`src/hdl/md5_pkg.sv`:
```
// Package with the constants, round tables and helper functions of the MD5 engine.
`timescale 1ns / 1ps

package md5_pkg;

  localparam logic [31:0] InitA = 32'h67452301;
  localparam logic [31:0] InitB = 32'hefcdab89;
  localparam logic [31:0] InitC = 32'h98badcfe;
  localparam logic [31:0] InitD = 32'h10325476;

  localparam logic [7:0] PadByte     = 8'h80;
  localparam int unsigned BlockBytes = 64;
  localparam int unsigned LenBytePos = 56;
  localparam int unsigned NumWords   = 16;
  localparam int unsigned NumRounds  = 64;

  typedef logic [5:0] round_idx_t;

  function automatic logic [31:0] md5_sine(input round_idx_t idx);
    logic [31:0] k;
    case (idx)
      6'd0:  k = 32'hd76aa478;
      6'd1:  k = 32'he8c7b756;
      6'd2:  k = 32'h242070db;
      6'd3:  k = 32'hc1bdceee;
      6'd4:  k = 32'hf57c0faf;
      6'd5:  k = 32'h4787c62a;
      6'd6:  k = 32'ha8304613;
      6'd7:  k = 32'hfd469501;
      6'd8:  k = 32'h698098d8;
      6'd9:  k = 32'h8b44f7af;
      6'd10: k = 32'hffff5bb1;
      6'd11: k = 32'h895cd7be;
      6'd12: k = 32'h6b901122;
      6'd13: k = 32'hfd987193;
      6'd14: k = 32'ha679438e;
      6'd15: k = 32'h49b40821;
      6'd16: k = 32'hf61e2562;
      6'd17: k = 32'hc040b340;
      6'd18: k = 32'h265e5a51;
      6'd19: k = 32'he9b6c7aa;
      6'd20: k = 32'hd62f105d;
      6'd21: k = 32'h02441453;
      6'd22: k = 32'hd8a1e681;
      6'd23: k = 32'he7d3fbc8;
      6'd24: k = 32'h21e1cde6;
      6'd25: k = 32'hc33707d6;
      6'd26: k = 32'hf4d50d87;
      6'd27: k = 32'h455a14ed;
      6'd28: k = 32'ha9e3e905;
      6'd29: k = 32'hfcefa3f8;
      6'd30: k = 32'h676f02d9;
      6'd31: k = 32'h8d2a4c8a;
      6'd32: k = 32'hfffa3942;
      6'd33: k = 32'h8771f681;
      6'd34: k = 32'h6d9d6122;
      6'd35: k = 32'hfde5380c;
      6'd36: k = 32'ha4beea44;
      6'd37: k = 32'h4bdecfa9;
      6'd38: k = 32'hf6bb4b60;
      6'd39: k = 32'hbebfbc70;
      6'd40: k = 32'h289b7ec6;
      6'd41: k = 32'heaa127fa;
      6'd42: k = 32'hd4ef3085;
      6'd43: k = 32'h04881d05;
      6'd44: k = 32'hd9d4d039;
      6'd45: k = 32'he6db99e5;
      6'd46: k = 32'h1fa27cf8;
      6'd47: k = 32'hc4ac5665;
      6'd48: k = 32'hf4292244;
      6'd49: k = 32'h432aff97;
      6'd50: k = 32'hab9423a7;
      6'd51: k = 32'hfc93a039;
      6'd52: k = 32'h655b59c3;
      6'd53: k = 32'h8f0ccc92;
      6'd54: k = 32'hffeff47d;
      6'd55: k = 32'h85845dd1;
      6'd56: k = 32'h6fa87e4f;
      6'd57: k = 32'hfe2ce6e0;
      6'd58: k = 32'ha3014314;
      6'd59: k = 32'h4e0811a1;
      6'd60: k = 32'hf7537e82;
      6'd61: k = 32'hbd3af235;
      6'd62: k = 32'h2ad7d2bb;
      6'd63: k = 32'heb86d391;
      default: k = '0;
    endcase
    return k;
  endfunction

  function automatic logic [4:0] md5_shift(input round_idx_t idx);
    logic [4:0] s;
    case ({idx[5:4], idx[1:0]})
      4'd0:  s = 5'd7;
      4'd1:  s = 5'd12;
      4'd2:  s = 5'd17;
      4'd3:  s = 5'd22;
      4'd4:  s = 5'd5;
      4'd5:  s = 5'd9;
      4'd6:  s = 5'd14;
      4'd7:  s = 5'd20;
      4'd8:  s = 5'd4;
      4'd9:  s = 5'd11;
      4'd10: s = 5'd16;
      4'd11: s = 5'd23;
      4'd12: s = 5'd6;
      4'd13: s = 5'd10;
      4'd14: s = 5'd15;
      4'd15: s = 5'd21;
      default: s = 5'd0;
    endcase
    return s;
  endfunction

  // Message word selected by each round group.
  function automatic logic [3:0] md5_word_sel(input round_idx_t idx);
    logic [3:0] i;
    logic [3:0] g;
    i = idx[3:0];
    case (idx[5:4])
      2'd0:    g = i;
      2'd1:    g = 4'((i << 2) + i + 4'd1);
      2'd2:    g = 4'((i << 1) + i + 4'd5);
      2'd3:    g = 4'((i << 3) - i);
      default: g = i;
    endcase
    return g;
  endfunction

  function automatic logic [31:0] md5_func(input logic [1:0] grp, input logic [31:0] b,
                                           input logic [31:0] c, input logic [31:0] d);
    logic [31:0] f;
    case (grp)
      2'd0:    f = (b & c) | (~b & d);
      2'd1:    f = (b & d) | (c & ~d);
      2'd2:    f = b ^ c ^ d;
      2'd3:    f = c ^ (b | ~d);
      default: f = '0;
    endcase
    return f;
  endfunction

endpackage

```
`src/hdl/md5_in_if.sv`:
```
// Request channel carrying message bytes and the end marker into the MD5 engine.
`timescale 1ns / 1ps

interface md5_in_if;
  logic       valid;
  logic       ready;
  logic [7:0] data_byte;
  logic       byte_present;
  logic       message_end;

  modport source (output valid, output data_byte, output byte_present, output message_end,
                  input ready);
  modport sink (input valid, input data_byte, input byte_present, input message_end,
                output ready);
endinterface

```
`src/hdl/md5_out_if.sv`:
```
// Request channel carrying the four digest words out of the MD5 engine.
`timescale 1ns / 1ps

interface md5_out_if;
  logic        valid;
  logic        ready;
  logic [31:0] digest_word_a;
  logic [31:0] digest_word_b;
  logic [31:0] digest_word_c;
  logic [31:0] digest_word_d;

  modport source (output valid, output digest_word_a, output digest_word_b,
                  output digest_word_c, output digest_word_d, input ready);
  modport sink (input valid, input digest_word_a, input digest_word_b,
                input digest_word_c, input digest_word_d, output ready);
endinterface

```
`src/hdl/md5_hash_engine_unit.sv`:
```
// MD5 digest engine: byte intake, block buffer, iterative round unit and digest output.
//
// Each request carries at most one message byte and may mark the end of the message. A byte
// that does not complete a 64-byte block is taken without stalling intake, unless it also ends
// the message. The request holding the last byte of a block stalls intake while one shared
// round unit runs the 64 MD5 steps at one step per cycle and the add state then adds the result
// into the chaining words. An end request costs a padding step and one compression, or a
// padding step, a length step and two compressions when fewer than nine bytes remain in the
// block. The digest sits in an output register; new bytes are taken while it waits, and a
// later digest waits only for it to go.
`timescale 1ns / 1ps

module md5_hash_engine_unit
  import md5_pkg::*;
(
  input  logic      clk_i,
  input  logic      rst_ni,
  md5_in_if.sink    data_in_i,
  md5_out_if.source digest_o
);

  localparam logic [2:0] StIdle  = 3'd0;
  localparam logic [2:0] StPad   = 3'd1;
  localparam logic [2:0] StLen   = 3'd2;
  localparam logic [2:0] StRound = 3'd3;
  localparam logic [2:0] StAdd   = 3'd4;

  localparam logic [1:0] PhData  = 2'd0;
  localparam logic [1:0] PhExtra = 2'd1;
  localparam logic [1:0] PhFinal = 2'd2;

  logic [2:0]  state_q, state_d;
  logic [1:0]  phase_q, phase_d;
  logic        fin_q, fin_d;
  logic [63:0] count_q, count_d;
  round_idx_t  round_q, round_d;
  logic [31:0] chain_q [4];
  logic [31:0] work_q [4];
  logic [31:0] buf_q [NumWords];
  logic [31:0] dig_q [4];
  logic        out_valid_q, out_valid_d;

  logic        accept;
  logic [5:0]  pos;
  logic        start_round;
  logic        load_out;
  logic [63:0] bit_len;
  logic [31:0] step_sum;
  logic [63:0] rot_wide;
  logic [31:0] new_b;

  assign accept  = data_in_i.valid && data_in_i.ready;
  assign pos     = count_q[5:0];
  assign bit_len = {count_q[60:0], 3'b000};
  assign data_in_i.ready = (state_q == StIdle);

  assign step_sum = work_q[0] + md5_func(round_q[5:4], work_q[1], work_q[2], work_q[3])
                    + md5_sine(round_q) + buf_q[md5_word_sel(round_q)];
  assign rot_wide = {step_sum, step_sum} << md5_shift(round_q);
  assign new_b    = work_q[1] + rot_wide[63:32];

  always_comb begin
    state_d     = state_q;
    phase_d     = phase_q;
    fin_d       = fin_q;
    count_d     = count_q;
    round_d     = round_q;
    out_valid_d = out_valid_q;
    start_round = 1'b0;
    load_out    = 1'b0;
    if (out_valid_q && digest_o.ready) begin
      out_valid_d = 1'b0;
    end
    case (state_q)
      StIdle: begin
        if (accept) begin
          fin_d   = data_in_i.message_end;
          phase_d = PhData;
          if (data_in_i.byte_present) begin
            count_d = count_q + 64'd1;
          end
          if (data_in_i.byte_present && (pos == 6'(BlockBytes - 1))) begin
            state_d     = StRound;
            start_round = 1'b1;
          end else if (data_in_i.message_end) begin
            state_d = StPad;
          end
        end
      end
      StPad: begin
        phase_d     = (pos >= 6'(LenBytePos)) ? PhExtra : PhFinal;
        state_d     = StRound;
        start_round = 1'b1;
      end
      StLen: begin
        phase_d     = PhFinal;
        state_d     = StRound;
        start_round = 1'b1;
      end
      StRound: begin
        round_d = round_q + 6'd1;
        if (round_q == 6'(NumRounds - 1)) begin
          state_d = StAdd;
        end
      end
      StAdd: begin
        case (phase_q)
          PhData:  state_d = fin_q ? StPad : StIdle;
          PhExtra: state_d = StLen;
          PhFinal: begin
            if (!out_valid_q || digest_o.ready) begin
              load_out    = 1'b1;
              out_valid_d = 1'b1;
              count_d     = '0;
              fin_d       = 1'b0;
              state_d     = StIdle;
            end
          end
          default: state_d = StIdle;
        endcase
      end
      default: state_d = StIdle;
    endcase
  end

  always_ff @(posedge clk_i or negedge rst_ni) begin
    if (!rst_ni) begin
      state_q     <= StIdle;
      phase_q     <= PhData;
      fin_q       <= 1'b0;
      count_q     <= '0;
      round_q     <= '0;
      out_valid_q <= 1'b0;
      chain_q[0]  <= InitA;
      chain_q[1]  <= InitB;
      chain_q[2]  <= InitC;
      chain_q[3]  <= InitD;
      for (int i = 0; i < 4; i++) begin
        work_q[i] <= '0;
      end
    end else begin
      state_q     <= state_d;
      phase_q     <= phase_d;
      fin_q       <= fin_d;
      count_q     <= count_d;
      round_q     <= round_d;
      out_valid_q <= out_valid_d;
      if (start_round) begin
        for (int i = 0; i < 4; i++) begin
          work_q[i] <= chain_q[i];
        end
      end else if (state_q == StRound) begin
        work_q[0] <= work_q[3];
        work_q[1] <= new_b;
        work_q[2] <= work_q[1];
        work_q[3] <= work_q[2];
      end
      if (load_out) begin
        chain_q[0] <= InitA;
        chain_q[1] <= InitB;
        chain_q[2] <= InitC;
        chain_q[3] <= InitD;
      end else if ((state_q == StAdd) && (phase_q != PhFinal)) begin
        for (int i = 0; i < 4; i++) begin
          chain_q[i] <= chain_q[i] + work_q[i];
        end
      end
    end
  end

  always_ff @(posedge clk_i) begin
    if (load_out) begin
      for (int i = 0; i < 4; i++) begin
        dig_q[i] <= chain_q[i] + work_q[i];
      end
    end
  end

  // Block buffer: byte lanes on intake, padding with zero fill, and length fill.
  always_ff @(posedge clk_i) begin
    if (accept && data_in_i.byte_present) begin
      buf_q[pos[5:2]][pos[1:0]*8 +: 8] <= data_in_i.data_byte;
    end else if (state_q == StPad) begin
      for (int w = 0; w < NumWords; w++) begin
        if (4'(w) > pos[5:2]) begin
          buf_q[w] <= '0;
        end else if (4'(w) == pos[5:2]) begin
          for (int l = 0; l < 4; l++) begin
            if (2'(l) == pos[1:0]) begin
              buf_q[w][l*8 +: 8] <= PadByte;
            end else if (2'(l) > pos[1:0]) begin
              buf_q[w][l*8 +: 8] <= '0;
            end
          end
        end
      end
      if (pos < 6'(LenBytePos)) begin
        buf_q[NumWords-2] <= bit_len[31:0];
        buf_q[NumWords-1] <= bit_len[63:32];
      end
    end else if (state_q == StLen) begin
      for (int w = 0; w < NumWords - 2; w++) begin
        buf_q[w] <= '0;
      end
      buf_q[NumWords-2] <= bit_len[31:0];
      buf_q[NumWords-1] <= bit_len[63:32];
    end
  end

  assign digest_o.valid         = out_valid_q;
  assign digest_o.digest_word_a = dig_q[0];
  assign digest_o.digest_word_b = dig_q[1];
  assign digest_o.digest_word_c = dig_q[2];
  assign digest_o.digest_word_d = dig_q[3];

endmodule

```
`src/flat_wrapper.sv`:
```
// flat-port wrapper written by rule: the top's interface ports become plain ports
module md5_hash_engine_unit_flat import md5_pkg::*;
  (clk_i, rst_ni, data_in_i_valid, data_in_i_data_byte, data_in_i_byte_present, data_in_i_message_end, data_in_i_ready, digest_o_valid, digest_o_digest_word_a, digest_o_digest_word_b, digest_o_digest_word_c, digest_o_digest_word_d, digest_o_ready);
  md5_in_if data_in_i_i ();
  md5_out_if digest_o_i ();
  input  logic clk_i;
  input  logic rst_ni;
  input wire logic [$bits(data_in_i_i.valid)-1:0] data_in_i_valid;
  input wire logic [$bits(data_in_i_i.data_byte)-1:0] data_in_i_data_byte;
  input wire logic [$bits(data_in_i_i.byte_present)-1:0] data_in_i_byte_present;
  input wire logic [$bits(data_in_i_i.message_end)-1:0] data_in_i_message_end;
  output wire logic [$bits(data_in_i_i.ready)-1:0] data_in_i_ready;
  output wire logic [$bits(digest_o_i.valid)-1:0] digest_o_valid;
  output wire logic [$bits(digest_o_i.digest_word_a)-1:0] digest_o_digest_word_a;
  output wire logic [$bits(digest_o_i.digest_word_b)-1:0] digest_o_digest_word_b;
  output wire logic [$bits(digest_o_i.digest_word_c)-1:0] digest_o_digest_word_c;
  output wire logic [$bits(digest_o_i.digest_word_d)-1:0] digest_o_digest_word_d;
  input wire logic [$bits(digest_o_i.ready)-1:0] digest_o_ready;
  assign data_in_i_i.valid = data_in_i_valid;
  assign data_in_i_i.data_byte = data_in_i_data_byte;
  assign data_in_i_i.byte_present = data_in_i_byte_present;
  assign data_in_i_i.message_end = data_in_i_message_end;
  assign data_in_i_ready = data_in_i_i.ready;
  assign digest_o_valid = digest_o_i.valid;
  assign digest_o_digest_word_a = digest_o_i.digest_word_a;
  assign digest_o_digest_word_b = digest_o_i.digest_word_b;
  assign digest_o_digest_word_c = digest_o_i.digest_word_c;
  assign digest_o_digest_word_d = digest_o_i.digest_word_d;
  assign digest_o_i.ready = digest_o_ready;
  md5_hash_engine_unit u_core (.clk_i(clk_i), .rst_ni(rst_ni), .data_in_i(data_in_i_i), .digest_o(digest_o_i));
endmodule
```
`config.mk`:
```
export PLATFORM = sky130hd
export DESIGN_NAME = md5_hash_engine_unit_flat
export DESIGN_NICKNAME = d
export VERILOG_FILES = /design/src/hdl/md5_pkg.sv /design/src/hdl/md5_in_if.sv /design/src/hdl/md5_out_if.sv /design/src/hdl/md5_hash_engine_unit.sv /design/src/flat_wrapper.sv
export SDC_FILE = /design/constraint.sdc
export NUM_CORES = 2
export LEC_CHECK = 0
export BUFFER_PORTS_ARGS = -buffer_cell sky130_fd_sc_hd__buf_4
export CORE_UTILIZATION = 58
export DETAILED_ROUTE_END_ITERATION = 16
export PLACE_DENSITY = 0.87
export REMOVE_ABC_BUFFERS = 1
export SYNTH_ARGS = -nofsm -noshare
export SYNTH_HDL_FRONTEND = slang
export SYNTH_SLANG_ARGS = --single-unit
```
`constraint.sdc`:
```
create_clock -name clk_i -period 10.9 [get_ports clk_i]
set_input_delay 2.18 -clock clk_i [delete_from_list [all_inputs] [get_ports clk_i]]
set_output_delay 2.18 -clock clk_i [all_outputs]
set_load 0.05 [all_outputs]
```
Yosys cells after proc, flatten, opt, wreduce, memory -nomap -nowiden

Memories as Yosys holds them, arrays and structs flattened.
Index checks and enable logic that the tools add are counted.

Add/sub/neg operators: 16
Order comparisons: 22
Equal/unequal tests: 37
Shift operators: 3
Muxes and demuxes: 967
Bitwise logic cells: 212
Reductions and logical operators: 22

Operators with widths:

| cell                    | number |
|---|---|
| $mux 8                  | 200 |
| $mux 1                  | 740 |
| $mux 128                | 4 |
| $add 32x32->32          | 8 |
| $mux 64                 | 4 |
| $or 1x1->1              | 200 |
| $and 32x32->32          | 4 |
| $pmux 32 s4             | 1 |
| $pmux 64 s2             | 1 |
| $mux 32                 | 3 |
| $or 32x32->32           | 3 |
| $xor 32x32->32          | 3 |
| $add 64x1->64 const B   | 1 |
| $not 32->32             | 2 |
| $shl 64x5->64           | 1 |
| $neg 5->34              | 1 |
| $shift 8x34->32 const A | 1 |
| $shiftx 8x34->32        | 1 |
| $eq 4x4->1 const A      | 8 |
| $gt 4x4->1 const A      | 8 |
| $reduce_or 32->1        | 1 |
| $eq 3x4->1 const A      | 4 |
| $gt 3x4->1 const A      | 4 |
| $pmux 4 s4              | 1 |
| 44 further kinds        | 75 |

Register bits: 333
Bits in writable memories: 640
Bits in read-only memories: 2128
Input bits: 14
Output and inout bits: 130
Logic and storage cells: 1297
Memories kept: 4

Memories:

| memory          | words | width | read ports | clocked after Yosys merged registers in | wr ports | RTL line                   | RTL |
|---|---|---|---|---|---|---|---|
| (no name shown) | 64    | 32    | 1          | 0                                       | 0        | md5_pkg.sv:21              | `case (idx)` |
| u_core.buf_q    | 16    | 32    | 1          | 0                                       | 16       | md5_hash_engine_unit.sv:39 | `logic [31:0] buf_q [NumWords];` |
| u_core.dig_q    | 4     | 32    | 4          | 0                                       | 4        | md5_hash_engine_unit.sv:40 | `logic [31:0] dig_q [4];` |
| (no name shown) | 16    | 5     | 1          | 0                                       | 0        | md5_pkg.sv:93              | `case ({idx[5:4], idx[1:0]})` |

Depth between registers and ports, before layout

Depth after elaboration: 12
Mapped depth: 46
Depth with buffers taken out: 42

Worst setup path before layout

No wires, ideal clock.

Path kind: register -> register
Start point: reg u_core.round_q[2]
End point: reg u_core.work_q[94] (netlist name)
Library setup time: 0.124 ns
Arrival time: 10.893 ns
Required time: 10.776 ns
Path slack: -0.117 ns
Cell stages (with the launch flop): 46
Path buffers: 7
Path through: dfrtp_1 > clkbuf_1 > inv_1 > clkbuf_1 > buf_1 > ha_1 > fa_1 > inv_1 > mux4_2 > clkbuf_1 > clkbuf_1 > clkbuf_1 > a211oi_1 > a21oi_1 > fa_1 > inv_1 > fa_1 > inv_1 > (+10 left out) > and2_1 > a211o_1 > o21ai_0 > mux2i_1 > ha_1 > fa_1 > a21o_1 > a21oi_1 > o21bai_1 > a21bo_2 > a2111oi_0 > o21ai_0 > a31oi_1 > o21ai_0 > a221oi_1 > nor3b_1 > o31ai_1 > nand2_1

Word-level cells in the longest chain between the ends: 9
Elaborated cells between the ends (all ways): 14
Classes of those cells: add/sub (8); shift (1); mux (3); memory (2)

Ends and longest elaborated chain:

| what                                              | RTL line                       | RTL |
|---|---|---|
| start, declared                                   | md5_hash_engine_unit.sv:36     | `round_idx_t round_q, round_d;` |
| start signal, assigned                            | md5_hash_engine_unit.sv:146    | `round_q <= round_d;` |
| $add 4x4->4 (on tied branches)                    | md5_pkg.sv:123, md5_pkg.sv:122 |  |
| $add 4x3->4 / $add 4x1->4 (equally long branches) | md5_pkg.sv:123, md5_pkg.sv:122 |  |
| $pmux 4 s4                                        | md5_pkg.sv:120                 | `case (idx[5:4])` |
| $mem_v2 16x32                                     | -                              |  |
| $add 32x32->32 *                                  | md5_hash_engine_unit.sv:58     | `+ md5_sine(round_q) + buf_q[md5_word_sel(round_q)];` |
| $shl 64x5->64 *                                   | md5_hash_engine_unit.sv:59     | `assign rot_wide = {step_sum, step_sum} << md5_shift(round_q);` |
| $add 32x32->32 *                                  | md5_hash_engine_unit.sv:60     | `assign new_b = work_q[1] + rot_wide[63:32];` |
| $mux 128 *                                        | md5_hash_engine_unit.sv:152    | `end else if (state_q == StRound) begin` |
| $mux 128 *                                        | md5_hash_engine_unit.sv:148    | `if (start_round) begin` |
| end signal, assigned by index                     | md5_hash_engine_unit.sv:150    | `work_q[i] <= chain_q[i];` |
| end, declared                                     | md5_hash_engine_unit.sv:38     | `logic [31:0] work_q [4];` |

Mark *: on every way between the ends. The rest lies on a longest branch, timed or not. The select of a mux whose other input is x is not followed.
A chain may end at the register's enable or synchronous reset.

Final worst setup path

Start point: reg u_core.round_q[1]
End point: reg u_core.work_q[88] (netlist name)

Word-level cells in the longest chain between the ends: 9
Elaborated cells between the ends (all ways): 15
Classes of those cells: add/sub (8); shift (1); mux (3); memory (3)

Ends and longest elaborated chain:

| what                                              | RTL line |
|---|---|
| $add 4x4->4 (on tied branches)                    | md5_pkg.sv:123, md5_pkg.sv:122 |
| $add 4x3->4 / $add 4x1->4 (equally long branches) | md5_pkg.sv:123, md5_pkg.sv:122 |
| $pmux 4 s4                                        | md5_pkg.sv:120 |
| $mem_v2 16x32                                     | - |
| $add 32x32->32                                    | md5_hash_engine_unit.sv:58 |
| $shl 64x5->64 *                                   | md5_hash_engine_unit.sv:59 |
| $add 32x32->32 *                                  | md5_hash_engine_unit.sv:60 |
| $mux 128 *                                        | md5_hash_engine_unit.sv:152 |
| $mux 128 *                                        | md5_hash_engine_unit.sv:148 |

Marked as above.

==> flow_results.org <==
** Run status
- The flow ran to the end, and the final reports show no timing, DRC or antenna violations.

** Finish
- In the layout the commonest cells are sky130_fd_sc_hd__nor2_1 (1164), sky130_fd_sc_hd__nand2_1 (839), sky130_fd_sc_hd__a21oi_1 (747).
- Count of nets after finishing :: 7196
- Leaving out fill and tap cells, the most frequent cell in the layout is sky130_fd_sc_hd__nor2_1.
- Share of cells above drive strength 1 :: 10.9%
- Antenna fix cells :: 0
- Filler Cells Inserted :: 8002
- Measured on the finished design, the core utilization comes to 64.9%.
- After the flow finishes, the layout carries non-filler instances totaling 8339.
- Layout area overhead :: 10.4%

** STA
- Number of endpoints with negative hold slack in the final report :: 0
- FMAX :: 94.2 MHz
- Final cycle utilization of the critical path :: 97.4%
- Worst slew margin relative to its limit :: 21.8%
- Final hold slack :: 0.485 ns
- Transition at the pin with the smallest max-transition slack :: 1.17 ns
- Setup violations remaining at the end of the flow were counted as 0.
- The max-slew violation count is 0.
- For the finished layout, the period the worst path requires is 10.62 ns.
- Across the routed clock network, the largest skew measured is 0.0624 ns.

** Logic synthesis
- Post-synth EDFFs :: 241
- Ys flop type :: sky130_fd_sc_hd__dfxtp_1
- Synthesis-stage register bit count :: 970
- After synthesis, the share of flip-flops with an asynchronous set or reset is 34.0%.
- After synthesis, the mean cell area works out to 8.56 µm².
- Number of distinct library cell variants in the gate-level netlist after synthesis :: 95
- Area share of the leading cell type in the synthesized netlist :: 13.5%
- Number of warnings reported in the yosys synthesis log :: 0
- Summing every instance area after synthesis gives 59300 µm².
- Of the synthesized area, sequential elements account for 39.8%.
- Ranked by total cell area, the synthesized netlist is headed by sky130_fd_sc_hd__dfxtp_1 (13%), sky130_fd_sc_hd__edfxtp_1 (12%), sky130_fd_sc_hd__dfrtp_1 (11%).
- In the synthesized netlist, the number of instances is 6919.
- Post-synthesis cell type with the largest combined area :: sky130_fd_sc_hd__dfxtp_1

** Route
- Total detailed-routing wirelength :: 196000 µm
- Summing over every cut layer, the via total after detailed routing is 55500.
- DRC :: 0
- The first TritonRoute pass finished after 12 iterations.
- The first routing iteration left 7837 violations.
- Dividing the detail-routed wire length by the instance count gives 23.5 µm.
- The detail route stage leaves a number of antenna-violating nets equal to 0.
- Vias per cell :: 6.65

** Run
- The tool flagged a number of max-cap violations equal to 0.

** GRT
- Initial antenna violation count :: 3
- Across every metal layer, demand over resource in global routing totals 37.1%.
- Wire length of the first global-routing pass :: 301000 µm
- The number of global-route vias before repair was 52600.
- Total congestion overflow :: 0
- Entering global routing, the biggest net connects 161 pins.

** Clocking
- The later pin in the worst-skew pair is clocked with a latency of 0.76 ns.
- After clock tree synthesis, the clock-pin slew on the worst setup and hold paths is 0.07 ns.
- Post-CTS Hold Fix Bufs :: 0
- CTS built an H-tree with a depth of 3.
- In this run, CTS created clock tree buffers numbering 100.
- CTS placed an instance of sky130_fd_sc_hd__clkbuf_16 at the clock tree root.
- Clock tree from TritonCTS :: built
- Counting along the longest clock path gives a buffer depth of 3.
- Sinks on Clock Net :: 970

** Worst setup path
- Along the worst path, the maximum fanout reaches 6.
- Critical Path End Type :: register
- Setup Crit Path Kind :: reg2reg
- For the worst setup path, the data arrival time is 11.20 ns.
- CP Buf/Inv Count :: 8
- STA puts the critical path data required time at 11.48 ns.
- Among all stages on the critical path, the largest delay is contributed by sky130_fd_sc_hd__mux4_4.
- The cell family contributing the most delay on the critical path is compound AO/OA/AOI/OAI gates.
- On the worst path, the slowest cell contributes a delay of 0.76 ns.
- The worst setup path is launched from a register.

** Die
- Die area :: 103000 µm²
- After floorplanning, the core was sized to cover 101000 µm².
- Std cell rows :: 116
- Die X-Extent :: 322 µm
- Once the floorplan was initialized, standard cells occupied 58.8% of the core.
- Top-level port count :: 144
- In this run the vertical extent of the chip is 322 µm.

** Place
- Port buffering added 143 buffers.
- # placed instances :: 8139
- At the end of routability-driven placement, the weighted congestion stood at 1.08.
- After legalization and detailed placement, the total HPWL measured 138000 µm.

** Power and ir drop
- The analysis attributes to cell leakage a power of 27.2 nW.
- In this run the power density over the cells is 112 nW/µm².
- Highest ir drop seen on vdd :: 0.135 mV

** Worst hold path
- Class of the tightest hold or removal check :: reg2reg
-- synthesized netlist by cell type, types with 94 or more instances --
| library cell | instances |
|---|---|
| sky130_fd_sc_hd__dfxtp_1 | 399 |
| sky130_fd_sc_hd__a21oi_1 | 752 |
| sky130_fd_sc_hd__dfrtp_1 | 266 |
| sky130_fd_sc_hd__a211oi_1 | 105 |
| sky130_fd_sc_hd__mux4_2 | 135 |
| sky130_fd_sc_hd__a22oi_1 | 125 |
| sky130_fd_sc_hd__nor2_1 | 1165 |
| sky130_fd_sc_hd__nand3_1 | 148 |
| sky130_fd_sc_hd__xor2_1 | 99 |
| sky130_fd_sc_hd__xnor2_1 | 170 |
| sky130_fd_sc_hd__inv_1 | 223 |
| sky130_fd_sc_hd__o21ai_0 | 390 |
| sky130_fd_sc_hd__clkbuf_1 | 329 |
| sky130_fd_sc_hd__nand2_1 | 841 |
| sky130_fd_sc_hd__ha_1 | 219 |
| sky130_fd_sc_hd__edfxtp_1 | 241 |
| sky130_fd_sc_hd__a21o_1 | 94 |
-- area by class of cell --
| class | instances | area (µm²) | area share, % |
|---|---|---|---|
| timing repair buffer | 279 | 2260 | 3.46 |
| sequential | 970 | 23600 | 36.1 |
| inverter | 225 | 852 | 1.30 |
| tap | 1357 | 1700 | 2.60 |
| clock buffer | 137 | 2870 | 4.39 |
| multi-input combinational | 5319 | 33500 | 51.3 |
| clock inverter | 52 | 607 | 0.928 |
-- worst paths after layout --
kind,start,end,slack [ns],cells past startpoint
setup / recovery,u_core.round_q[1],u_core.work_q[88],0.28,42
hold / removal,u_core.buf_q[14][0],u_core.buf_q[14][0],0.49,2
setup reg to reg,u_core.round_q[1],u_core.work_q[88],0.28,42
hold reg to reg,u_core.buf_q[14][0],u_core.buf_q[14][0],0.49,2
max in group asynchronous,rst_ni,u_core.round_q[4],7.80,2
min in group asynchronous,rst_ni,u_core.work_q[35],1.50,1
-- state kept, by name, summed over array words and instances (netlist names) --
| name | count |
|---|---|
| u_core.buf_q | 512 |
| u_core.chain_q | 128 |
| u_core.dig_q | 128 |
| u_core.work_q | 128 |
| u_core.count_q | 61 |
| u_core.round_q | 6 |
| u_core.state_q | 3 |
| u_core.phase_q | 2 |
| u_core.digest_o.valid | 1 |
| u_core.fin_q | 1 |
-- metal layers --
metal / part of all wire, % / track usage [%] / vias to the layer above
li1: - / - / 24500
met1: 36 / 45.2 / 26300
met2: 46 / 59.5 / 3826
met3: 11 / 7.82 / 912
met4: 7.7 / 24.3 / 6
met5: 0.028 / 0 / -
-- where the power goes --
part	switching [mW]	internal [mW]	total (mW)
Sequential	0.0000000000000000125	3.69	3.69
Combinational	0.0441	0.00749	0.0516
Clock	1.55	2.05	3.60
Total	1.59	5.75	7.34
-- tightest hold or removal path, delay by kind of cell (launching register included) --
kind	cells	cell delay, ns
DFF	1	0.32
and+or+nand+nor	1	0.07
AOI/OAI and AO/OA	1	0.06
-- metrics by stage --
step | setup slack, ns | power (mW) | area (µm²) | TNS [ns]
finish | 0.284 | 7.34 | 65400 | 0
global route | -0.00357 | 7.50 | 65400 | -0.00366
CTS | 0.0467 | 7.34 | 65200 | 0
detailed placement | -0.148 | 3.81 | 61700 | -0.489
global placement | 0.102 | 3.81 | 61700 | 0
floorplan | -11.63 | 3.77 | 57700 | -337.64
-- cells by family after synthesis --
kind of cell    count (synthesis)  synth area share, %
compound gates               1951                 20.1
xor+xnor                      269                 3.98
fa+ha+maj                     287                 6.92
buf+inv                       632                 4.07
flops                         970                 39.8
mux                           237                 6.89
simple gates                 2573                 18.3
-- repair_timing --
action                                  in CTS  in global routing
pin swaps                                    0                  2
buffers inserted                             0                  9
gates resized for setup                      3                 26
endpoints found under the setup margin       4                 11
hold endpoints to repair                     0                  0
cloned                                       1                  1
Power figures use the tool's default switching activity.
